File: src/pfmt_pkg.sv
package pfmt_pkg;

    // Parser modes, one-hot
    typedef enum logic [5:0] {
        M_PLAIN = 6'b000001,
        M_PCT   = 6'b000010,
        M_L1    = 6'b000100,
        M_L2    = 6'b001000,
        M_WAIT  = 6'b010000,
        M_STOP  = 6'b100000
    } t_mode;

    typedef enum logic [1:0] {
        CV_SDEC = 2'd0,
        CV_UDEC = 2'd1,
        CV_HEXL = 2'd2,
        CV_HEXU = 2'd3
    } t_conv;

    // Characters
    localparam logic [7:0] CH_NUL   = 8'h00;
    localparam logic [7:0] CH_SPACE = 8'h20;
    localparam logic [7:0] CH_PCT   = 8'h25;
    localparam logic [7:0] CH_MINUS = 8'h2d;
    localparam logic [7:0] CH_ZERO  = 8'h30;
    localparam logic [7:0] CH_UA    = 8'h41;
    localparam logic [7:0] CH_UX    = 8'h58;
    localparam logic [7:0] CH_LA    = 8'h61;
    localparam logic [7:0] CH_LD    = 8'h64;
    localparam logic [7:0] CH_LI    = 8'h69;
    localparam logic [7:0] CH_LL    = 8'h6c;
    localparam logic [7:0] CH_LU    = 8'h75;
    localparam logic [7:0] CH_LX    = 8'h78;

    // Digit stack: ten decimal digits at most
    localparam int STK_DEPTH = 10;
    localparam int SP_W      = 4;

    // floor(v / 10) == (v * DIV10_MAGIC) >> DIV10_SHIFT for any 32-bit v
    localparam logic [31:0] DIV10_MAGIC = 32'hcccccccd;
    localparam int          DIV10_SHIFT = 35;

    // Microcode
    typedef logic [2:0] t_step;

    typedef enum logic [2:0] {
        EM_NONE  = 3'd0,
        EM_MINUS = 3'd1,
        EM_ZERO  = 3'd2,
        EM_X     = 3'd3,
        EM_DIGIT = 3'd4
    } t_emit_sel;

    typedef enum logic [1:0] {
        OP_NONE = 2'd0,
        OP_NEG  = 2'd1,
        OP_DIV  = 2'd2
    } t_op;

    typedef enum logic [1:0] {
        JC_NEXT     = 2'd0,
        JC_NOT_NEG  = 2'd1,
        JC_QUOT_NZ  = 2'd2,
        JC_STACK_NZ = 2'd3
    } t_cond;

    typedef struct packed {
        t_emit_sel emit;
        t_op       op;
        t_cond     cond;
        t_step     target;
        logic      fin;     // end of program when the jump is not taken
    } t_ucw;

    localparam t_step ST_SDEC    = 3'd0;
    localparam t_step ST_NEG     = 3'd1;
    localparam t_step ST_DEC_DIV = 3'd2;
    localparam t_step ST_DEC_POP = 3'd3;
    localparam t_step ST_HEX     = 3'd4;
    localparam t_step ST_HEX_X   = 3'd5;
    localparam t_step ST_HEX_DIV = 3'd6;
    localparam t_step ST_HEX_POP = 3'd7;

    function automatic t_ucw pfmt_ucode(input t_step a);
        t_ucw uc;
        case (a)
            ST_SDEC:    uc = '{EM_NONE,  OP_NONE, JC_NOT_NEG,  ST_DEC_DIV, 1'b0};
            ST_NEG:     uc = '{EM_MINUS, OP_NEG,  JC_NEXT,     ST_DEC_DIV, 1'b0};
            ST_DEC_DIV: uc = '{EM_NONE,  OP_DIV,  JC_QUOT_NZ,  ST_DEC_DIV, 1'b0};
            ST_DEC_POP: uc = '{EM_DIGIT, OP_NONE, JC_STACK_NZ, ST_DEC_POP, 1'b1};
            ST_HEX:     uc = '{EM_ZERO,  OP_NONE, JC_NEXT,     ST_HEX_X,   1'b0};
            ST_HEX_X:   uc = '{EM_X,     OP_NONE, JC_NEXT,     ST_HEX_DIV, 1'b0};
            ST_HEX_DIV: uc = '{EM_NONE,  OP_DIV,  JC_QUOT_NZ,  ST_HEX_DIV, 1'b0};
            default:    uc = '{EM_DIGIT, OP_NONE, JC_STACK_NZ, ST_HEX_POP, 1'b1};
        endcase
        return uc;
    endfunction

    function automatic t_step pfmt_entry(input t_conv c);
        t_step s;
        case (c)
            CV_SDEC: s = ST_SDEC;
            CV_UDEC: s = ST_DEC_DIV;
            default: s = ST_HEX;
        endcase
        return s;
    endfunction

    // One output word request
    typedef struct packed {
        logic       vld;
        logic [7:0] ch;
        logic       last;
        logic       err;
    } t_emit_word;

    // Sequencer -> datapath
    typedef struct packed {
        logic  load;
        t_conv conv;
        logic  neg;
        logic  div;
        logic  pop;
    } t_dp_ctl;

    // Datapath -> sequencer
    typedef struct packed {
        logic       neg;
        logic       quot_nz;
        logic       more;        // digits left after popping the top one
        logic [7:0] digit_char;
    } t_dp_sts;

endpackage

File: src/pfmt_seq.sv
module pfmt_seq (
    input  logic                 i_clk,
    input  logic                 i_rst_n,
    input  logic                 i_start,
    input  pfmt_pkg::t_conv      i_conv,
    input  logic                 i_out_free,
    input  pfmt_pkg::t_dp_sts    i_sts,
    output logic                 o_busy,
    output pfmt_pkg::t_dp_ctl    o_ctl,
    output pfmt_pkg::t_emit_word o_emit
);
    import pfmt_pkg::*;

    logic  r_busy, n_busy;
    t_step r_step, n_step;
    t_ucw  ucw;
    logic  stall;
    logic  taken;

    assign ucw = pfmt_ucode(r_step);

    always_comb begin
        n_busy     = r_busy;
        n_step     = r_step;
        stall      = 1'b0;
        taken      = 1'b0;
        o_ctl      = '0;
        o_ctl.conv = i_conv;
        o_emit     = '0;
        if (i_start) begin
            o_ctl.load = 1'b1;
            n_busy     = 1'b1;
            n_step     = pfmt_entry(i_conv);
        end else if (r_busy) begin
            // a step that emits holds until the output register is free
            stall = (ucw.emit != EM_NONE) && !i_out_free;
            if (!stall) begin
                case (ucw.cond)
                    JC_NOT_NEG:  taken = !i_sts.neg;
                    JC_QUOT_NZ:  taken = i_sts.quot_nz;
                    JC_STACK_NZ: taken = i_sts.more;
                    default:     taken = 1'b0;
                endcase
                o_ctl.neg = (ucw.op == OP_NEG);
                o_ctl.div = (ucw.op == OP_DIV);
                o_ctl.pop = (ucw.emit == EM_DIGIT);
                if (ucw.emit != EM_NONE) begin
                    o_emit.vld  = 1'b1;
                    o_emit.last = ucw.fin && !taken;
                    case (ucw.emit)
                        EM_MINUS: o_emit.ch = CH_MINUS;
                        EM_ZERO:  o_emit.ch = CH_ZERO;
                        EM_X:     o_emit.ch = CH_LX;
                        default:  o_emit.ch = i_sts.digit_char;
                    endcase
                end
                if (taken) begin
                    n_step = ucw.target;
                end else if (ucw.fin) begin
                    n_busy = 1'b0;
                end else begin
                    n_step = r_step + 3'd1;
                end
            end
        end
    end

    always_ff @(posedge i_clk) begin
        if (!i_rst_n) begin
            r_busy <= 1'b0;
            r_step <= ST_SDEC;
        end else begin
            r_busy <= n_busy;
            r_step <= n_step;
        end
    end

    assign o_busy = r_busy;

endmodule

File: config.mk
export PLATFORM = sky130hd
export DESIGN_NAME = pfmt_seq
export DESIGN_NICKNAME = d
export VERILOG_FILES = /design/src/pfmt_pkg.sv /design/src/pfmt_seq.sv
export SDC_FILE = /design/constraint.sdc
export NUM_CORES = 1
export LEC_CHECK = 0
export ABC_CLOCK_PERIOD_IN_PS = 3600
export BUFFER_PORTS_ARGS = -buffer_cell sky130_fd_sc_hd__buf_2
export CAP_MARGIN = 15
export CORE_MARGIN = 2
export CORE_UTILIZATION = 47
export CTS_CLUSTER_DIAMETER = 30
export CTS_CLUSTER_SIZE = 30
export DETAILED_ROUTE_END_ITERATION = 16
export HOLD_SLACK_MARGIN = 0.08
export PLACE_DENSITY_LB_ADDON = 0.2
export SLEW_MARGIN = 5
export SYNTH_ARGS = -nofsm -noshare
export SYNTH_HDL_FRONTEND = slang
export SYNTH_SLANG_ARGS = --single-unit
File: constraint.sdc
create_clock -name i_clk -period 3.6 [get_ports i_clk]
set_clock_uncertainty 0.1 [all_clocks]
set_input_delay 0.72 -clock i_clk [delete_from_list [all_inputs] [get_ports i_clk]]
set_output_delay 0.72 -clock i_clk [all_outputs]
set_load 0.005 [all_outputs]
==> results of run 1 <==
==> stage by stage <==
stage | total power (uW) | instances | worst slack (ns) | util, %
6_report | 196 | 137 | 0.502 | 63.2
3_5_place_dp | 137 | 134 | 0.773 | 61.5
4_1_cts | 197 | 137 | 0.511 | 63.2
5_1_grt | 210 | 137 | 0.274 | 63.2
3_3_place_gp | 135 | 134 | 0.844 | 61.5
2_1_floorplan | 116 | 92 | 1.10 | -
==> final timing paths <==
| kind | from | endpoint | slack, ns | cells past startpoint |
|---|---|---|---|---|
| worst max-delay path | r_step[0] | o_emit[5] | 0.50 | 8 |
| worst min-delay path | r_step[0] | r_step[0] | 0.45 | 2 |
| worst max register to register | r_step[0] | r_step[0] | 1.28 | 7 |
| worst min register to register | r_step[0] | r_step[0] | 0.45 | 2 |
==> cell usage after synthesis, types with 2 or more instances <==
cell type	instances
buf_4	5
nand2_1	7
ha_1	8
dfxtp_1	4
mux2i_1	2
inv_1	7
a22oi_1	2
o21ai_0	4
a31oi_1	3
nor3_1	2
and3_1	4
or2_2	2
a21oi_1	5
nand2b_1	2
nor2_1	11
==> kinds of logic after synthesis <==
| family | count (synthesis) | share of synthesized area, % |
|---|---|---|
| AOI/OAI and AO/OA | 24 | 26.9 |
| adders and majority gates | 8 | 15.0 |
| buffers and inverters | 13 | 10.3 |
| DFF | 4 | 12.0 |
| muxes | 2 | 2.99 |
| other | 1 | 0.560 |
| and+or+nand+nor | 40 | 32.3 |
==> power by group <==
| part | switching (uW) | internal [uW] |
|---|---|---|
| Combinational | 46.2 | 37.7 |
| Clock | 20.3 | 37.4 |
| Sequential | 6.23 | 47.9 |
==> per-layer routing <==
metal / part of all wire [%] / wire length, um
met1: 43 / 714
met5: 0 / 0
met4: 1.7 / 29
met3: 8.9 / 149
met2: 46 / 774
==> worst min-delay path: stages, from the launching register on <==
cell,delay [ns]
dfxtp_1,0.36
nand2_1,0.08
a31oi_1,0.06
==> final cells by class <==
| cell class | instances | share of cell area [%] |
|---|---|---|
| multi-input combinational | 75 | 62.5 |
| timing repair buffer | 33 | 19.8 |
| sequential | 4 | 9.61 |
| inverter | 7 | 3.15 |
| clock buffer | 3 | 2.70 |
| tap | 15 | 2.25 |
==> flip-flops by register name, indices dropped and copies added, names as in the netlist <==
name,cells
o_busy,1
r_step,3
==> reports/metrics.yaml, run 1 <==
worst_setup_path:
  critPathTopFamily: "simple AND/OR/NAND/NOR gates"
  path_max_fanout: 7
  critPathMaxStageDelay_ns: 0.43
  endpoint_kind: "output port"
  arrival_ns: 2.28
  crit_buf_inv: 2
  crit_chain: "inv_1 > ha_1 > nor3b_1 > o21ai_0 > and2_0 > mux2i_1 > nor2_1 > buf_2"
  startpoint_type: "flop"
  critPathRequiredTime_ns: 2.78
  worst_path_max_delay_cell: "dfxtp_1"
  critical_path_class: "flop to output port"
status:
  status: "complete, no violations"
placement:
  portBuffers: 33
  gp_congestion: 0.847
  place_area_um2: 811
  dpl.hpwl_mm: 1.37
yosys:
  synth_top_area_cell: "ha_1"
  yosys_register_bits: 4
  synth-edff-count: 0
  yosysWarnings: 0
  ys_async_sr_fraction_pct: 0
  synth_nets: 117
  synth.area.top_cells: "ha_1 15%, dfxtp_1 12%, nor2_1 6.2%"
  yosysUniqueCellTypes: 39
  synth-seq-area-share_pct: 12.0
  synth_cells: 92
  syn_area_um2: 669
  synth_ff_type: "dfxtp_1"
  yosysTopAreaCellShare_pct: 15.0
  synth_area_per_cell_um2: 7.28
cells_and_area:
  final_net_count: 149
  fillers: 117
  fin_area_um2: 833
  area_growth_pct: 24.5
  drive_above_1_share_pct: 33.6
  final_cell_mix: "33 x buf_2, 11 x nor2_1, 8 x ha_1, 7 x inv_1, 7 x nand2_1"
  antennaDiodeCount: 0
  seqCellArea_um2: 80.1
  layout_commonest_cell: "buf_2"
  multiInputGateArea_um2: 520
route:
  drtIter0Drc: 24
  wirelength_mm: 1.67
  vias: 757
  wl_per_cell_um: 12.2
  ant_nets: 0
  viasPerCell: 5.53
  drtPass1Iterations: 4
  drc_errors: 0
cts:
  cts_resized: 0
  ctsHoldBuffers: 0
  cts_buffers: 3
  clk_pin_slew_ns: 0.04
  post_cts_buffers: 0
  cts_sinks: 4
  clk_latency_ns: 0.24
  tritoncts: "done"
  cts_root_buf: "clkbuf_4"
  cts-htree-levels: 1
  clock_path_buffers: 2
floorplan:
  die_height_um: 41.7
  die_w_um: 41.7
  row_count: 13
  io_pins: 35
  core_area_um2: 1320
  die_area_um2: 1740
  start_util_pct: 50.8
timing:
  tns_ns: 0
  whs_ns: 0.451
  setup_viol_count_final: 0
  rsz0062_at_grt: "false"
  hold_viol_final: 0
  fin_crit_ns: 3.10
  drv_slew: 0
  post-route-period-util_pct: 86.0
  fmax_mhz: 323
power_and_ir_drop:
  power.leakage_uw: 0.000448
  max-vdd-ir-drop_mv: 0.169
  p_per_area_nw_per_um2: 235
global_routing:
  antenna_found_initial: 0
  use_met3_pct: 5.22
  busiest_layer: "met2"
  grt_first_pass_wirelength_mm: 2.77
  grt_pass1_vias: 649
  grt_util_met2_pct: 32.8
  use_met1_pct: 24.2
  gr-usage-all-layers_pct: 19.6
  grt_max_degree: 13
  gr-total-overflow: 0
flow_run:
  drv_cap: 0
hold_path:
  hold_class: "flop to flop"
Power figures use the tool's default switching activity.
==> run 2, diff against run 1 <==
--- a/config.mk
+++ b/config.mk
@@ -9,9 +9,9 @@
 export BUFFER_PORTS_ARGS = -buffer_cell sky130_fd_sc_hd__buf_2
 export CAP_MARGIN = 15
 export CORE_MARGIN = 2
-export CORE_UTILIZATION = 47
+export CORE_UTILIZATION = 45
 export CTS_CLUSTER_DIAMETER = 30
-export CTS_CLUSTER_SIZE = 30
+export CTS_CLUSTER_SIZE = 40
 export DETAILED_ROUTE_END_ITERATION = 16
 export HOLD_SLACK_MARGIN = 0.08
 export PLACE_DENSITY_LB_ADDON = 0.2
==> constraint.sdc (replaced) <==
create_clock -name i_clk -period 3.6 [get_ports i_clk]
set_clock_uncertainty 0.1 [all_clocks]
set_input_delay 0.36 -clock i_clk [delete_from_list [all_inputs] [get_ports i_clk]]
set_output_delay 0.36 -clock i_clk [all_outputs]
set_load 0.005 [all_outputs]
==> reports/metrics.yaml, run 2 (same netlist as run 1, synthesis figures left out) <==
status:
  status: "complete, no violations"
route:
  ant_nets: 0  # unchanged
  viasPerCell: 5.34  # -3.3%
  wl_per_cell_um: 11.6  # -4.9%
  drtPass1Iterations: 4  # unchanged
  drc_errors: 0  # unchanged
  drtIter0Drc: 14  # -42%
  vias: 732  # -3.3%
  wirelength_mm: 1.59  # -4.9%
timing:
  hold_viol_final: 0  # unchanged
  setup_viol_count_final: 0  # unchanged
  tns_ns: 0  # unchanged
  drv_slew: 0  # unchanged
  post-route-period-util_pct: 75.1  # -11 points
  fmax_mhz: 370  # +15%
  rsz0062_at_grt: "false"
  finalWorstSetupSlack_ns: 0.896  # +0.394 ns
  fin_crit_ns: 2.70  # -0.394 ns
power_and_ir_drop:
  max-vdd-ir-drop_mv: 0.163  # -3.4%
  power.leakage_uw: 0.000448  # unchanged
  p_per_area_nw_per_um2: 228  # -2.8%
cells_and_area:
  final_net_count: 149  # unchanged
  final_cell_mix: "33 x buf_2, 11 x nor2_1, 8 x ha_1, 7 x inv_1, 7 x nand2_1"
  layout_commonest_cell: "buf_2"
  drive_above_1_share_pct: 33.6  # unchanged
  antennaDiodeCount: 0  # unchanged
  top_register: "r_step"
  area_growth_pct: 24.5  # unchanged
  largest_register_ffs: 3  # unchanged
global_routing:
  grt_max_degree: 13  # unchanged
  grt_pass1_vias: 644  # -0.77%
  antenna_found_initial: 0  # unchanged
  gr-usage-all-layers_pct: 18.6  # -1.0 points
  grt_first_pass_wirelength_mm: 2.61  # -6.0%
  gr-total-overflow: 0  # unchanged
cts:
  ctsHoldBuffers: 0  # unchanged
  cts_resized: 0  # unchanged
  cts_buffers: 3  # unchanged
  clk_latency_ns: 0.23  # about the same
  clock_path_buffers: 2  # unchanged
  clk_pin_slew_ns: 0.04  # about the same
  cts-htree-levels: 1  # unchanged
  cts_root_buf: "clkbuf_4"
  tritoncts: "done"
  post_cts_buffers: 0  # unchanged
  cts_sinks: 4  # unchanged
floorplan:
  start_util_pct: 49.6  # -1.2 points
  die_w_um: 42.6  # +2.0%
  die_height_um: 42.6  # +2.0%
  io_pins: 35  # unchanged
  row_count: 13  # unchanged
  core_area_um2: 1350  # +2.5%
  die_area_um2: 1810  # +4.0%
hold_path:
  min_delay_path_depth: 2  # unchanged
  hold_class: "input port to flop"
worst_setup_path:
  startpoint_type: "flop"
  arrival_ns: 2.24  # -0.04 ns
  r2r.worst_path.cells: 7  # unchanged
  path_max_fanout: 7  # unchanged
  critical_path_class: "flop to output port"
  critPathRequiredTime_ns: 3.14  # +0.36 ns
  endpoint_kind: "output port"
placement:
  gp_congestion: 0.863  # +1.9%
  dpl.hpwl_mm: 1.35  # -1.2%
  portBuffers: 33  # unchanged
  pre_cts_ws_ns: 1.13  # +0.360 ns
flow_run:
  drv_cap: 0  # unchanged
run 2: final timing paths:
kind,from,endpoint,slack [ns]
max,r_step[0],o_emit[5],0.90
min,i_start,o_busy,0.29
max reg2reg,r_step[0],r_step[0],1.30
min reg2reg,r_step[0],r_step[0],0.46
run 2: power by group:
group          internal [uW]  total, uW  leakage [uW]  switching (uW)
registers               47.9       54.4     0.0000330            6.48
logic                   37.5       82.0      0.000401            44.5
clock network           37.2       53.9     0.0000138            16.7
total                    123        190      0.000448            67.7
run 2: per-stage QoR:
stage | cell area, um^2 | hold WS, ns | utilization [%] | total power, uW | instances
finish | 833 | 0.291 | 61.7 | 190 | 137
global route | 833 | 0.284 | 61.7 | 211 | 137
CTS | 833 | 0.286 | 61.7 | 194 | 137
detailed placement | 811 | 0.463 | 60.1 | 137 | 134
global placement | 811 | 0.435 | 60.1 | 135 | 134
floorplan | 669 | 0.378 | - | 116 | 92
run 2: worst max-delay path, cell delays in order (launching register included):
cell	delay [ns]
dfxtp_1	0.44
inv_1	0.12
ha_1	0.28
nor3b_1	0.16
o21ai_0	0.33
and2_0	0.31
mux2i_1	0.21
nor2_1	0.05
buf_2	0.13
run 2: cell type report:
type,count,area [um^2]
multi-input cells,75,520
fillers,134,517
repair buffers,33,165
flip-flops and latches,4,80.1
inverters,7,26.3
clock buffers,3,22.5
well taps,15,18.8
run 2: per-layer routing:
metal	part of all wire, %	global-route usage [%]
met5	0	0
met4	0	5.63
met3	4.8	5.60
met2	51	32.9
met1	44	21.3
==> run 3, diff against run 2 <==
--- a/config.mk
+++ b/config.mk
@@ -5,11 +5,11 @@
 export SDC_FILE = /design/constraint.sdc
 export NUM_CORES = 1
 export LEC_CHECK = 0
-export ABC_CLOCK_PERIOD_IN_PS = 3600
+export ABC_CLOCK_PERIOD_IN_PS = 2500
 export BUFFER_PORTS_ARGS = -buffer_cell sky130_fd_sc_hd__buf_2
 export CAP_MARGIN = 15
 export CORE_MARGIN = 2
-export CORE_UTILIZATION = 45
+export CORE_UTILIZATION = 44
 export CTS_CLUSTER_DIAMETER = 30
 export CTS_CLUSTER_SIZE = 40
 export DETAILED_ROUTE_END_ITERATION = 16
==> constraint.sdc (replaced) <==
create_clock -name i_clk -period 2.5 [get_ports i_clk]
set_clock_uncertainty 0.1 [all_clocks]
set_input_delay 0.25 -clock i_clk [delete_from_list [all_inputs] [get_ports i_clk]]
set_output_delay 0.25 -clock i_clk [all_outputs]
set_load 0.005 [all_outputs]
==> reports/metrics.yaml, run 3 (same netlist as run 1, synthesis figures left out) <==
route:
  wl_per_cell_um: 11.4  # -1.6%
  vias: 763  # +4.2%
  drtPass1Iterations: 4  # unchanged
  wirelength_mm: 1.58  # -0.13%
  ant_nets: 0  # unchanged
  drtIter0Drc: 21  # +7
  viasPerCell: 5.49  # +2.7%
  drc_errors: 0  # unchanged
floorplan:
  die_area_um2: 1850  # +2.1%
  die_w_um: 43.0  # +1.0%
  start_util_pct: 45.5  # -4.1 points
  die_height_um: 43.0  # +1.0%
  row_count: 14  # +1
  core_area_um2: 1470  # +9.0%
  io_pins: 35  # unchanged
worst_setup_path:
  startpoint_type: "flop"
  crit_buf_inv: 2  # unchanged
  critPathMaxStageDelay_ns: 0.37  # -0.07 ns
  crit_chain: "inv_1 > ha_1 > nor3b_1 > o21ai_0 > and2_2 > mux2i_1 > nor2_1 > buf_2"
  critical_path_class: "flop to output port"
  path_max_fanout: 7  # unchanged
  endpoint_kind: "output port"
  worst_path_max_delay_cell: "dfxtp_2"
  critPathRequiredTime_ns: 2.15  # -0.99 ns
  arrival_ns: 1.94  # -0.30 ns
  critPathTopFamily: "simple AND/OR/NAND/NOR gates"
placement:
  dpl.hpwl_mm: 1.26  # -6.8%
  portBuffers: 33  # unchanged
  dp_cells: 136  # +1.5%
  gp_congestion: 0.832  # -3.7%
  pre_cts_ws_ns: 0.225  # -0.908 ns
timing:
  fin_crit_ns: 2.29
  rsz0062_at_grt: "false"
  drv_slew: 0  # unchanged
  setup_viol_count_final: 0  # unchanged
  tns_ns: 0  # unchanged
  hold_viol_final: 0  # unchanged
  fmax_mhz: 437
  post-route-period-util_pct: 91.6
  whs_ns: 0.184  # -0.107 ns
  finalWorstSetupSlack_ns: 0.211  # -0.685 ns
cts:
  cts_buffers: 3  # unchanged
  cts-htree-levels: 1  # unchanged
  clk_pin_slew_ns: 0.04  # about the same
  tritoncts: "done"
  clock_path_buffers: 2  # unchanged
  cts_root_buf: "clkbuf_4"
  clk_latency_ns: 0.23  # about the same
  cts_sinks: 4  # unchanged
global_routing:
  gr-total-overflow: 0  # unchanged
  antenna_found_initial: 0  # unchanged
  grt_first_pass_wirelength_mm: 2.54  # -2.6%
  gr-usage-all-layers_pct: 17.8  # -0.80 points
  grt_max_degree: 13  # unchanged
  grt_pass1_vias: 646  # +0.31%
cells_and_area:
  area_growth_pct: 26.4
  top_register: "r_step"
  layout_commonest_cell: "buf_2"
  largest_register_ffs: 3  # unchanged
  utilization_pct: 57.5  # -4.2 points
  final_cells: 139  # +1.5%
  final_net_count: 150  # +0.67%
  drive_above_1_share_pct: 36.6  # +3.0 points
  antennaDiodeCount: 0  # unchanged
  final_cell_mix: "33 x buf_2, 11 x nor2_1, 8 x ha_1, 7 x inv_1, 7 x nand2_1"
status:
  status: "complete, no violations"
power_and_ir_drop:
  p_sw_share_pct: 35.5  # -0.092 points
  internal_power_uw: 180  # +47%
  p_per_area_nw_per_um2: 330  # +45%
  pwr-share-comb_pct: 43.9  # +0.8 points
  netSwitchingPower_uw: 99.1  # +46%
  power.leakage_uw: 0.000454  # +1.3%
  seqPwrFrac_pct: 28.3  # -0.3 points
  p_clk_share_pct: 27.8  # -0.5 points
  max-vdd-ir-drop_mv: 0.363  # +120%
hold_path:
  hold_class: "input port to flop"
flow_run:
  drv_cap: 0  # unchanged
-- run 3: changes by cell type in the layout (fill, tap and decap cells not counted) --
cell	before	now
dfxtp_1	4	2
and2_0	1	0
and2_2	0	1
dfxtp_2	0	2
buf_4	0	1
-- run 3: stage by stage --
step / instance area, um^2 / total power (uW)
after floorplan: 669 / 166
after global placement: 820 / 199
after detailed placement: 820 / 200
after CTS: 842 / 281
after global routing: 846 / 306
final: 846 / 279
-- run 3: worst register-to-register path: stages (launching register included) --
cell	delay (ns)
dfxtp_2	0.37
inv_1	0.09
ha_1	0.26
or2_4	0.28
o311ai_4	0.28
nand4_2	0.21
or3_1	0.35
a31oi_1	0.18
-- run 3: power groups by stage --
stage	Combinational, uW	Clock (uW)	Sequential, uW
after CTS	121	81.4	78.5
after floorplan	91.5	0	74.9
after detailed placement	120	0	79.5
final	123	77.5	79.2
after global placement	120	0	78.9
after global routing	137	88.2	79.9
-- run 3: cell type report --
type / count / area [um^2]
well taps: 16 / 20.0
inverters: 7 / 26.3
fillers: 143 / 626
clock buffers: 3 / 22.5
repair buffers: 34 / 173
multi-input cells: 75 / 522
flip-flops and latches: 4 / 82.6
-- run 3: per-layer routing --
metal / track usage, % / vias to the layer above / part of all wire [%]
met5: 0 / - / 0
met2: 29.7 / 38 / 45
met4: 5.45 / 0 / 1.1
met1: 21.3 / 331 / 43
li1: - / 392 / -
met3: 6.38 / 2 / 11
-- run 3: path summary, 6_finish.rpt --
path / slack, ns / endpoint / startpoint / cells past startpoint
worst min-delay path: 0.18 / o_busy / i_rst_n / 2
worst max-delay path: 0.21 / o_emit[5] / r_step[0] / 8
worst min register to register: 0.42 / r_step[0] / r_step[0] / 2
worst max register to register: 0.28 / r_step[0] / r_step[0] / 7
-- run 3: repair_timing --
item	in CTS	in global routing
endpoints found under the setup margin	0	4
gates resized for setup	0	4
setup buffers	0	0
hold buffers	0	0
