## src/pfmt_pkg.sv

```systemverilog
package pfmt_pkg;

    // Parser modes, one-hot
    typedef enum logic [5:0] {
        M_PLAIN = 6'b000001,
        M_PCT   = 6'b000010,
        M_L1    = 6'b000100,
        M_L2    = 6'b001000,
        M_WAIT  = 6'b010000,
        M_STOP  = 6'b100000
    } t_mode;

    typedef enum logic [1:0] {
        CV_SDEC = 2'd0,
        CV_UDEC = 2'd1,
        CV_HEXL = 2'd2,
        CV_HEXU = 2'd3
    } t_conv;

    // Characters
    localparam logic [7:0] CH_NUL   = 8'h00;
    localparam logic [7:0] CH_SPACE = 8'h20;
    localparam logic [7:0] CH_PCT   = 8'h25;
    localparam logic [7:0] CH_MINUS = 8'h2d;
    localparam logic [7:0] CH_ZERO  = 8'h30;
    localparam logic [7:0] CH_UA    = 8'h41;
    localparam logic [7:0] CH_UX    = 8'h58;
    localparam logic [7:0] CH_LA    = 8'h61;
    localparam logic [7:0] CH_LD    = 8'h64;
    localparam logic [7:0] CH_LI    = 8'h69;
    localparam logic [7:0] CH_LL    = 8'h6c;
    localparam logic [7:0] CH_LU    = 8'h75;
    localparam logic [7:0] CH_LX    = 8'h78;

    // Digit stack: ten decimal digits at most
    localparam int STK_DEPTH = 10;
    localparam int SP_W      = 4;

    // floor(v / 10) == (v * DIV10_MAGIC) >> DIV10_SHIFT for any 32-bit v
    localparam logic [31:0] DIV10_MAGIC = 32'hcccccccd;
    localparam int          DIV10_SHIFT = 35;

    // Microcode
    typedef logic [2:0] t_step;

    typedef enum logic [2:0] {
        EM_NONE  = 3'd0,
        EM_MINUS = 3'd1,
        EM_ZERO  = 3'd2,
        EM_X     = 3'd3,
        EM_DIGIT = 3'd4
    } t_emit_sel;

    typedef enum logic [1:0] {
        OP_NONE = 2'd0,
        OP_NEG  = 2'd1,
        OP_DIV  = 2'd2
    } t_op;

    typedef enum logic [1:0] {
        JC_NEXT     = 2'd0,
        JC_NOT_NEG  = 2'd1,
        JC_QUOT_NZ  = 2'd2,
        JC_STACK_NZ = 2'd3
    } t_cond;

    typedef struct packed {
        t_emit_sel emit;
        t_op       op;
        t_cond     cond;
        t_step     target;
        logic      fin;     // end of program when the jump is not taken
    } t_ucw;

    localparam t_step ST_SDEC    = 3'd0;
    localparam t_step ST_NEG     = 3'd1;
    localparam t_step ST_DEC_DIV = 3'd2;
    localparam t_step ST_DEC_POP = 3'd3;
    localparam t_step ST_HEX     = 3'd4;
    localparam t_step ST_HEX_X   = 3'd5;
    localparam t_step ST_HEX_DIV = 3'd6;
    localparam t_step ST_HEX_POP = 3'd7;

    function automatic t_ucw pfmt_ucode(input t_step a);
        t_ucw uc;
        case (a)
            ST_SDEC:    uc = '{EM_NONE,  OP_NONE, JC_NOT_NEG,  ST_DEC_DIV, 1'b0};
            ST_NEG:     uc = '{EM_MINUS, OP_NEG,  JC_NEXT,     ST_DEC_DIV, 1'b0};
            ST_DEC_DIV: uc = '{EM_NONE,  OP_DIV,  JC_QUOT_NZ,  ST_DEC_DIV, 1'b0};
            ST_DEC_POP: uc = '{EM_DIGIT, OP_NONE, JC_STACK_NZ, ST_DEC_POP, 1'b1};
            ST_HEX:     uc = '{EM_ZERO,  OP_NONE, JC_NEXT,     ST_HEX_X,   1'b0};
            ST_HEX_X:   uc = '{EM_X,     OP_NONE, JC_NEXT,     ST_HEX_DIV, 1'b0};
            ST_HEX_DIV: uc = '{EM_NONE,  OP_DIV,  JC_QUOT_NZ,  ST_HEX_DIV, 1'b0};
            default:    uc = '{EM_DIGIT, OP_NONE, JC_STACK_NZ, ST_HEX_POP, 1'b1};
        endcase
        return uc;
    endfunction

    function automatic t_step pfmt_entry(input t_conv c);
        t_step s;
        case (c)
            CV_SDEC: s = ST_SDEC;
            CV_UDEC: s = ST_DEC_DIV;
            default: s = ST_HEX;
        endcase
        return s;
    endfunction

    // One output word request
    typedef struct packed {
        logic       vld;
        logic [7:0] ch;
        logic       last;
        logic       err;
    } t_emit_word;

    // Sequencer -> datapath
    typedef struct packed {
        logic  load;
        t_conv conv;
        logic  neg;
        logic  div;
        logic  pop;
    } t_dp_ctl;

    // Datapath -> sequencer
    typedef struct packed {
        logic       neg;
        logic       quot_nz;
        logic       more;        // digits left after popping the top one
        logic [7:0] digit_char;
    } t_dp_sts;

endpackage

```

## src/pfmt_parser.sv

```systemverilog
module pfmt_parser (
    input  logic                 i_clk,
    input  logic                 i_rst_n,
    input  logic                 i_take,
    input  logic                 i_action,
    input  logic [7:0]           i_char,
    output pfmt_pkg::t_emit_word o_emit,
    output logic                 o_start,
    output pfmt_pkg::t_conv      o_conv
);
    import pfmt_pkg::*;

    t_mode r_mode, n_mode;
    t_conv r_conv, n_conv;
    logic  r_seen, n_seen;
    logic  spec_ok;
    t_conv spec_conv;

    always_comb begin
        spec_ok   = 1'b1;
        spec_conv = CV_SDEC;
        case (i_char)
            CH_LD, CH_LI: spec_conv = CV_SDEC;
            CH_LU:        spec_conv = CV_UDEC;
            CH_LX:        spec_conv = CV_HEXL;
            CH_UX:        spec_conv = CV_HEXU;
            default:      spec_ok   = 1'b0;
        endcase
    end

    always_comb begin
        n_mode  = r_mode;
        n_conv  = r_conv;
        n_seen  = r_seen;
        o_emit  = '0;
        o_start = 1'b0;
        if (i_take) begin
            if (i_action) begin
                if (r_mode == M_WAIT) begin
                    o_start = 1'b1;
                    n_mode  = M_PLAIN;
                    n_seen  = 1'b0;
                end
            end else if (r_mode == M_WAIT) begin
                // format word while an argument is due: flag it, keep waiting
                o_emit.vld  = 1'b1;
                o_emit.last = 1'b1;
                o_emit.err  = 1'b1;
            end else if (i_char == CH_NUL) begin
                n_mode = M_PLAIN;
                n_seen = 1'b0;
            end else begin
                case (r_mode)
                    M_PCT, M_L1, M_L2: begin
                        if (r_mode == M_PCT && i_char == CH_LL) begin
                            n_seen = 1'b1;
                            n_mode = M_L1;
                        end else if (r_mode != M_PCT && r_seen && i_char == CH_SPACE) begin
                            n_mode = M_STOP;
                            n_seen = 1'b0;
                        end else if (r_mode == M_L1 && i_char == CH_LL) begin
                            n_mode = M_L2;
                        end else begin
                            n_seen = 1'b0;
                            n_mode = M_PLAIN;
                            if (spec_ok) begin
                                n_mode = M_WAIT;
                                n_conv = spec_conv;
                            end
                        end
                    end
                    M_STOP: begin
                    end
                    default: begin
                        if (i_char == CH_PCT) begin
                            n_mode = M_PCT;
                            n_seen = 1'b0;
                        end else begin
                            n_mode      = M_PLAIN;
                            o_emit.vld  = 1'b1;
                            o_emit.ch   = i_char;
                            o_emit.last = 1'b1;
                        end
                    end
                endcase
            end
        end
    end

    always_ff @(posedge i_clk) begin
        if (!i_rst_n) begin
            r_mode <= M_PLAIN;
            r_conv <= CV_SDEC;
            r_seen <= 1'b0;
        end else begin
            r_mode <= n_mode;
            r_conv <= n_conv;
            r_seen <= n_seen;
        end
    end

    assign o_conv = r_conv;

endmodule

```

## config.mk

```make
export PLATFORM = sky130hd
export DESIGN_NAME = pfmt_parser
export DESIGN_NICKNAME = d
export VERILOG_FILES = /design/src/pfmt_pkg.sv /design/src/pfmt_parser.sv
export SDC_FILE = /design/constraint.sdc
export NUM_CORES = 1
export LEC_CHECK = 0
export BUFFER_PORTS_ARGS = -buffer_cell sky130_fd_sc_hd__buf_2
export CAP_MARGIN = 0
export CELL_PAD_IN_SITES_DETAIL_PLACEMENT = 0
export CELL_PAD_IN_SITES_GLOBAL_PLACEMENT = 2
export CORE_MARGIN = 3
export CORE_UTILIZATION = 28
export DETAILED_ROUTE_END_ITERATION = 16
export PLACE_DENSITY_LB_ADDON = 0.05
export SYNTH_ARGS = -nofsm -noshare
export SYNTH_HDL_FRONTEND = slang
export SYNTH_SLANG_ARGS = --single-unit
```

## constraint.sdc

```tcl
create_clock -name i_clk -period 2.5 [get_ports i_clk]
set_clock_uncertainty 0.15 [all_clocks]
set_input_delay 0 -clock i_clk [delete_from_list [all_inputs] [get_ports i_clk]]
set_output_delay 0 -clock i_clk [all_outputs]
set_load 0.01 [all_outputs]
```

==> results of run 1 <==
cell usage after synthesis, types with 3 or more instances:
master and count:
a21oi_1 9, nor2_1 6, o21ai_0 6, nand2_1 12, or3_1 4, and2_1 9, nand3b_1 3, buf_2 4
dfxtp_1 9, nor4_1 5, inv_1 6
repair_timing:
action,4_1_cts,5_1_grt
hold buffers,3,0
endpoints found under the hold margin,7,0
gates resized for setup,0,0
setup buffers,0,0
cells in the final DEF, fill, tap and decap left out, drive strengths merged, types with 3 or more instances in the layout:
| cell | count |
|---|---|
| a21oi | 9 |
| and2 | 9 |
| buf | 27 |
| clkbuf | 4 |
| dfxtp | 9 |
| dlygate4sd3 | 3 |
| inv | 6 |
| nand2 | 12 |
| nand3b | 3 |
| nor2 | 7 |
| nor4 | 6 |
| o21ai | 7 |
| or3 | 4 |
worst paths after layout:
path,endpoint,slack [ns],depth (start not counted)
setup / recovery,r_mode[1],0.15,7
hold / removal,o_conv[0],0.02,4
setup reg to reg,r_mode[0],0.39,5
hold reg to reg,o_conv[1],0.31,2
kinds of logic (layout without fill, tap and decap cells):
family          after synthesis  in the layout  share of synthesized area, %
simple gates                 65             65                         46.87
compound gates               27             27                         18.50
buf+inv                      15             40                         8.484
flops                         9              9                         20.03
xor+xnor                      4              4                         3.895
mux                           2              2                         2.225
through the flow:
stage	utilization (%)	instance area, sq um	setup WS, ns	std cells	hold WS, ns
after floorplan	-	899.6	0.6503	122	-0.005644
after global placement	35.81	1039	0.4427	182	0.1597
after detailed placement	35.81	1039	0.4111	182	0.1677
after CTS	37.75	1095	0.1836	189	0.006564
after global routing	37.75	1095	0.0006783	189	0.04552
final	37.75	1095	0.1508	189	0.01687
tightest hold or removal path, cell delays in order:
cell and delay [ns]:
buf_2 0.12, nor3b_1 0.09, nand4_1 0.10, mux2i_1 0.06
flip-flops by register name, indices dropped and copies added (netlist names):
name / flops
o_conv: 2
r_mode: 6
r_seen: 1
power by group through the flow:
| stage | registers [mW] | logic, mW | clock network, mW |
|---|---|---|---|
| after floorplan | 0.147 | 0.0352 | 0 |
| after global placement | 0.147 | 0.0606 | 0 |
| after detailed placement | 0.147 | 0.0602 | 0 |
| after CTS | 0.143 | 0.0638 | 0.116 |
| after global routing | 0.143 | 0.0711 | 0.120 |
| final | 0.143 | 0.0633 | 0.108 |
routing by layer:
layer / part of all wire (%) / global-route usage, %
met2: 48 / 20.11
met5: 0 / 0
met1: 48 / 16.54
met3: 3.4 / 1.978
met4: 0.42 / 4.132
layout make-up:
type	instances	area [sq um]	area share, %
repair buffers	30	170.2	15.54
multi-input cells	98	643.1	58.74
well taps	42	52.55	4.800
flip-flops and latches	9	180.2	16.46
clock buffers	4	26.28	2.400
inverters	6	22.52	2.057
==> results.py, run 1 <==
metrics = {
    "clock_network": {
        "cts_tree": "built",
        "cts-htree-levels": 1,
        "cts_buffers": 3,
        "cts_buffer_depth": 2,
        "numClockSinks": 9,
        "clkTransAtPathRegs_ns": 0.06,
        "insertion_delay_ns": 0.25,
        "root_buffer": "clkbuf_4",
    },
    "floorplanning": {
        "design.portCount": 26,
        "die_area_sq_um": 3929,
        "die_w_um": 62.68,
        "start_util_pct": 31.02,
        "die_h_um": 62.68,
        "core-area_sq_um": 2900,
        "num_rows": 19,
    },
    "power": {
        "combPwrFrac_pct": 20.1,
        "irDropWorstVdd_mv": 0.2114,
        "p_switching_mw": 0.08410,
        "sw_frac_of_total_pct": 26.71,
        "clkPwrFrac_pct": 34.4,
        "seqPwrFrac_pct": 45.6,
        "internal_power_mw": 0.2308,
        "leakagePower_nw": 0.4689,
        "totalPowerFinal_mw": 0.3149,
        "power_density_nw_per_um2": 287.6,
    },
    "sta": {
        "fmax_mhz": 425.7,
        "hold_viol": 0,
        "timing.slew.headroom_pct": 55.99,
        "tightest_slew_ns": 0.6557,
        "min_period_over_period_pct": 93.97,
        "slew_viol_final": 0,
        "tns_ns": 0,
        "rsz0062_at_grt": "no",
        "setup_viol": 0,
        "min_period_ns": 2.349,
    },
    "route": {
        "firstDrtPassIters": 4,
        "viasPerCell": 5.026,
        "ant_nets": 0,
        "drc": 0,
        "wl_mm": 2.392,
        "drt_iter0_markers": 25,
        "wl_per_cell_um": 12.66,
        "via_count": 950,
    },
    "logic_synthesis": {
        "ys_ff_latch": 9,
        "synth-edff-count": 0,
        "synth_area_leaders": "dfxtp_1 (20%), and2_1 (6.3%), a21oi_1 (5.0%), nand2_1 (5.0%), nor4_1 (3.5%)",
        "synth_top_area_share_pct": 20.03,
        "yosysUniqueCellTypes": 47,
        "synth_nets": 134,
        "synth_largest_area_cell": "dfxtp_1",
        "async_flop_share_pct": 0,
        "syn_area_sq_um": 899.6,
        "syn_area_per_cell_sq_um": 7.374,
        "ys_warn_count": 0,
        "netlist_instances": 122,
        "ys.flop_type": "dfxtp_1",
        "yosysSeqAreaShare_pct": 20.03,
    },
    "worst_setup_path": {
        "crit_required_ns": 2.54,
        "end_kind": "flip-flop",
        "r2r-start": "r_mode[1]",
        "crit_chain": "dlygate4sd3_1 -> buf_2 -> nor4_1 -> and2_1 -> o21ai_1 -> or4_1 -> a21oi_1",
        "cp_max_fo": 11,
        "path_buf_inv": 2,
        "start_kind": "input port",
        "cp_slowest_stage_delay_ns": 0.55,
        "critical_path_class": "in -> reg",
        "cp_data_arrival_time_ns": 2.39,
        "crit_slowest_cell": "or4_1",
        "critical_path.top_delay_family": "simple AND/OR/NAND/NOR gates",
        "crit_start": "i_char[4]",
    },
    "layout": {
        "antenna_cells": 0,
        "layout.nets": 160,
        "syn_to_final_growth_pct": 21.70,
        "drive_gt1_share_pct": 23.81,
        "fill_cells": 321,
    },
    "placement": {
        "hpwl_mm": 1.931,
        "io_buffers": 25,
        "routabilityCongestion": 0.7785,
    },
    "min_path": {
        "min-delay-start": "i_char[7]",
        "hp-class": "in -> reg",
    },
    "global_route": {
        "grt_pass1_vias": 837,
        "gr-total-overflow": 0,
        "grt_pass1_wl_mm": 3.939,
        "grtUsageTotal_pct": 12.37,
        "grt_max_degree": 12,
        "antenna_found_initial": 0,
    },
    "run_status": {
        "status": "finished, final reports clean",
    },
    "flow_run": {
        "max_cap_viol_count": 0,
    },
}
Note: power is estimated with default switching activity, not from simulation.
==> run 2, diff against run 1 <==
--- a/config.mk
+++ b/config.mk
@@ -12,7 +12,7 @@
 export CORE_MARGIN = 3
 export CORE_UTILIZATION = 28
 export DETAILED_ROUTE_END_ITERATION = 16
-export PLACE_DENSITY_LB_ADDON = 0.05
+export PLACE_DENSITY = 0.9
 export SYNTH_ARGS = -nofsm -noshare
 export SYNTH_HDL_FRONTEND = slang
 export SYNTH_SLANG_ARGS = --single-unit
==> results.py, run 2 (synthesis gave the netlist of run 1 again) <==
metrics = {
    "route": {
        "firstDrtPassIters": 5,
        "wl_mm": 2.400,
        "via_count": 977,
        "drt_iter0_markers": 37,
        "ant_nets": 0,
        "wl_per_cell_um": 12.70,
        "viasPerCell": 5.169,
        "drc": 0,
    },
    "placement": {
        "hpwl_mm": 1.875,
        "routabilityCongestion": 0.8380,
        "dp_slack_ns": 0.4350,
        "io_buffers": 25,
    },
    "global_route": {
        "grt_pass1_vias": 899,
        "antenna_found_initial": 0,
        "grtUsageTotal_pct": 12.93,
        "grt_pass1_wl_mm": 4.209,
        "grt_max_degree": 12,
        "gr-total-overflow": 0,
    },
    "power": {
        "irDropWorstVdd_mv": 0.1764,
        "power_density_nw_per_um2": 292.7,
        "leakagePower_nw": 0.4681,
    },
    "floorplanning": {
        "num_rows": 19,
        "die_area_sq_um": 3929,
        "die_h_um": 62.68,
        "design.portCount": 26,
        "start_util_pct": 31.02,
        "core-area_sq_um": 2900,
        "die_w_um": 62.68,
    },
    "flow_run": {
        "max_cap_viol_count": 0,
    },
    "worst_setup_path": {
        "crit_required_ns": 2.55,
        "critical_path.top_delay_family": "simple AND/OR/NAND/NOR gates",
        "end_kind": "flip-flop",
        "cp_data_arrival_time_ns": 2.23,
        "crit_slowest_cell": "or4_1",
        "start_kind": "input port",
        "cp_max_fo": 11,
        "cp_slowest_stage_delay_ns": 0.55,
        "path_buf_inv": 2,
        "critical_path_class": "in -> reg",
        "crit_chain": "dlygate4sd3_1 -> buf_2 -> nor4_2 -> and2_1 -> o21ai_1 -> or4_1 -> a21oi_1",
    },
    "sta": {
        "layout_setup_ws_ns": 0.3205,
        "slew_viol_final": 0,
        "min_period_over_period_pct": 87.18,
        "setup_viol": 0,
        "hold_viol": 0,
        "timing.hold.ws_ns": 0.01948,
        "fmax_mhz": 458.8,
        "timing.slew.headroom_pct": 58.70,
        "rsz0062_at_grt": "no",
        "tightest_slew_ns": 0.6154,
        "min_period_ns": 2.179,
        "tns_ns": 0,
    },
    "clock_network": {
        "cts-htree-levels": 1,
        "cts_tree": "built",
        "cts_buffer_depth": 2,
        "clkTransAtPathRegs_ns": 0.06,
        "root_buffer": "clkbuf_4",
        "cts_buffers": 3,
        "numClockSinks": 9,
        "insertion_delay_ns": 0.26,
        "post_cts_buffers": 0,
    },
    "min_path": {
        "hp-class": "in -> reg",
    },
    "run_status": {
        "status": "finished, final reports clean",
    },
    "layout": {
        "fill_cells": 335,
        "antenna_cells": 0,
        "syn_to_final_growth_pct": 22.67,
        "final_cell_mix": "buf_2 (25), nand2_1 (12), and2_1 (9), a21oi_1 (9), dfxtp_1 (9)",
        "layout.nets": 160,
        "drive_gt1_share_pct": 23.81,
        "top_register": "r_mode",
        "layout.cells.most_common": "buf_2",
        "largest_reg_flops": 6,
    },
}
[run 2: changes by cell type in the layout (fill, tap and decap cells not counted)]
cell           delta
nor4_2            +1
buf_4             -1
nor4_1            -1
dlygate4sd3_1     +1
[run 2: final cells by class]
type | instances | area, sq um | share of cell area (%)
multi-input combinational | 98 | 649.4 | 58.84
tap | 42 | 52.55 | 4.762
clock buffer | 4 | 26.28 | 2.381
timing repair buffer | 30 | 172.7 | 15.65
inverter | 6 | 22.52 | 2.041
sequential | 9 | 180.2 | 16.33
[run 2: routing by layer]
| layer | global-route usage [%] | routed length (um) | up-vias |
|---|---|---|---|
| met4 | 4.959 | 44 | 0 |
| met5 | 0 | 0 | - |
| met1 | 17.37 | 1141 | 439 |
| li1 | - | - | 494 |
| met2 | 19.84 | 1050 | 37 |
| met3 | 3.058 | 163 | 7 |
[run 2: worst register-to-register path, stage by stage, from the launching register on]
cell and delay (ns):
dfxtp_1 0.59, nor4_4 0.08, a31oi_1 0.26, o21ai_1 0.28
or4_1 0.55, a21oi_1 0.15
[run 2: stage by stage]
step	instance area (sq um)	utilization, %	total power, mW	std cells
2_1_floorplan	899.6	-	0.1818	122
3_3_place_gp	1031	35.55	0.2056	181
6_report	1104	38.05	0.3230	189
5_1_grt	1104	38.05	0.3434	189
3_5_place_dp	1031	35.55	0.2059	181
4_1_cts	1097	37.83	0.3264	189
[run 2: path summary, 6_finish.rpt]
path	depth (start not counted)	slack [ns]	endpoint	from
worst max-delay path	7	0.32	r_mode[1]	i_char[4]
worst min-delay path	4	0.02	r_mode[5]	i_char[5]
worst max register to register	5	0.39	r_mode[1]	r_mode[3]
worst min register to register	2	0.32	o_conv[0]	o_conv[0]
[run 2: where the power goes]
| group | leakage (nW) | internal [mW] | total (mW) | switching [mW] |
|---|---|---|---|---|
| logic | 0.381 | 0.0273 | 0.0648 | 0.0374 |
| registers | 0.0725 | 0.143 | 0.143 | 0.0000390 |
| clock network | 0.0150 | 0.0617 | 0.115 | 0.0532 |
| total | 0.468 | 0.232 | 0.323 | 0.0907 |
[run 2: timing repair]
action | CTS | global route
endpoints found under the setup margin | 0 | 1
gates resized for setup | 0 | 1
hold endpoints to repair | 8 | 0
hold buffers | 4 | 0
==> run 3, diff against run 2 <==
--- a/config.mk
+++ b/config.mk
@@ -9,6 +9,7 @@
 export CAP_MARGIN = 0
 export CELL_PAD_IN_SITES_DETAIL_PLACEMENT = 0
 export CELL_PAD_IN_SITES_GLOBAL_PLACEMENT = 2
+export CORE_ASPECT_RATIO = 0.9
 export CORE_MARGIN = 3
 export CORE_UTILIZATION = 28
 export DETAILED_ROUTE_END_ITERATION = 16
==> results.py, run 3 (synthesis gave the netlist of run 1 again) <==
metrics = {
    "run_status": {
        "status": "finished, final reports clean",
    },
    "placement": {
        "routabilityCongestion": 0.8785,
        "io_buffers": 25,
        "hpwl_mm": 1.869,
    },
    "sta": {
        "hold_viol": 0,
        "setup_viol": 0,
        "tightest_slew_ns": 0.6402,
        "min_period_ns": 2.270,
        "timing.hold.ws_ns": 0.006527,
        "timing.slew.headroom_pct": 57.04,
        "slew_viol_final": 0,
        "rsz0062_at_grt": "no",
        "fmax_mhz": 440.5,
        "min_period_over_period_pct": 90.81,
        "tns_ns": 0,
    },
    "layout": {
        "layout.nets": 160,
        "multi_input_area_sq_um": 643.1,
        "drive_gt1_share_pct": 23.13,
        "syn_to_final_growth_pct": 21.70,
        "fill_cells": 317,
        "layout.cells.most_common": "buf_2",
        "ff_latch_area_sq_um": 180.2,
        "largest_reg_flops": 6,
        "antenna_cells": 0,
        "final_cell_mix": "buf_2 (25), nand2_1 (12), and2_1 (9), a21oi_1 (9), dfxtp_1 (9)",
        "top_register": "r_mode",
    },
    "clock_network": {
        "cts_buffer_depth": 2,
        "cts_tree": "built",
        "insertion_delay_ns": 0.26,
        "clkTransAtPathRegs_ns": 0.06,
        "cts-htree-levels": 1,
        "numClockSinks": 9,
        "cts_buffers": 3,
        "root_buffer": "clkbuf_4",
    },
    "floorplanning": {
        "core-area_sq_um": 2905,
        "num_rows": 18,
        "die_w_um": 65.75,
        "design.portCount": 26,
        "die_h_um": 59.78,
        "start_util_pct": 30.96,
        "die_area_sq_um": 3930,
    },
    "route": {
        "wl_per_cell_um": 12.74,
        "viasPerCell": 5.150,
        "firstDrtPassIters": 6,
        "wl_mm": 2.383,
        "drt_iter0_markers": 36,
        "drc": 0,
        "ant_nets": 0,
        "via_count": 963,
    },
    "worst_setup_path": {
        "cp_data_arrival_time_ns": 2.32,
        "r2r-start": "r_mode[1]",
        "crit_start": "i_char[4]",
        "critical_path.top_delay_family": "simple AND/OR/NAND/NOR gates",
        "end_kind": "flip-flop",
        "path_buf_inv": 2,
        "start_kind": "input port",
        "r2r.worst_path.cells": 5,
        "crit_slowest_cell": "or4_1",
        "cp_slowest_stage_delay_ns": 0.54,
        "cp.depth": 7,
        "cp_max_fo": 11,
        "crit_required_ns": 2.55,
        "crit_chain": "dlygate4sd3_1 -> buf_2 -> nor4_1 -> and2_1 -> o21ai_1 -> or4_1 -> a21oi_1",
        "critical_path_class": "in -> reg",
    },
    "power": {
        "power_density_nw_per_um2": 294.5,
        "p_switching_mw": 0.09032,
        "internal_power_mw": 0.2321,
        "irDropWorstVdd_mv": 0.2222,
        "sw_frac_of_total_pct": 28.01,
        "seqPwrFrac_pct": 44.5,
        "clkPwrFrac_pct": 35.7,
        "leakagePower_nw": 0.4676,
        "combPwrFrac_pct": 19.8,
    },
    "global_route": {
        "antenna_found_initial": 0,
        "grtUsageTotal_pct": 12.61,
        "grt_max_degree": 12,
        "gr-total-overflow": 0,
        "grt_pass1_wl_mm": 3.912,
        "grt_pass1_vias": 849,
    },
    "min_path": {
        "hp-class": "in -> reg",
        "hold_depth": 4,
        "min-delay-start": "i_char[1]",
    },
    "flow_run": {
        "max_cap_viol_count": 0,
    },
}
run 3: cell counts in the layout (fill, tap and decap cells not counted):
No cell type changed its count.
run 3: worst paths after layout:
check                    to  slack [ns]
setup / recovery  r_mode[1]        0.23
setup reg to reg  r_mode[0]        0.33
hold / removal    o_conv[0]       0.007
hold reg to reg   o_conv[1]        0.32
run 3: routing by layer:
layer	wire, um	vias to the layer above	part of all wire [%]	GRT usage [%]
li1	-	495	-	-
met1	1126	434	47	18.02
met2	1075	32	45	19.29
met3	165	2	6.9	1.128
met4	15	0	0.63	5.325
met5	0	-	0	0
run 3: power by group through the flow:
stage	sequential, mW	combinational (mW)	clock [mW]
floorplan	0.147	0.0352	0
global placement	0.147	0.0586	0
detailed placement	0.147	0.0589	0
CTS	0.143	0.0638	0.119
global route	0.143	0.0704	0.125
finish	0.143	0.0639	0.115
run 3: worst min-delay path, cell delays in order:
cell     delay, ns
buf_2         0.12
nor3b_1       0.08
nand4_1       0.11
mux2i_1       0.07
run 3: metrics by stage:
step | power, mW | cell area [sq um] | util (%) | setup WS (ns) | cells
4_1_cts | 0.3262 | 1095 | 37.68 | 0.2160 | 187
5_1_grt | 0.3387 | 1095 | 37.68 | 0.01526 | 187
6_report | 0.3224 | 1095 | 37.68 | 0.2297 | 187
2_1_floorplan | 0.1818 | 899.6 | - | 0.6503 | 122
3_3_place_gp | 0.2053 | 1028 | 35.40 | 0.4714 | 179
3_5_place_dp | 0.2055 | 1028 | 35.40 | 0.3908 | 179
run 3: area by class of cell:
class / instances / area share, %
sequential: 9 / 16.46
inverter: 6 / 2.057
tap: 40 / 4.571
multi-input combinational: 98 / 58.74
clock buffer: 4 / 2.400
timing repair buffer: 30 / 15.77
run 3: timing repair:
| action | in CTS | in global routing |
|---|---|---|
| resized for setup | 0 | 0 |
| hold buffers | 4 | 0 |
| buffers inserted | 0 | 0 |
| hold endpoints to repair | 8 | 0 |
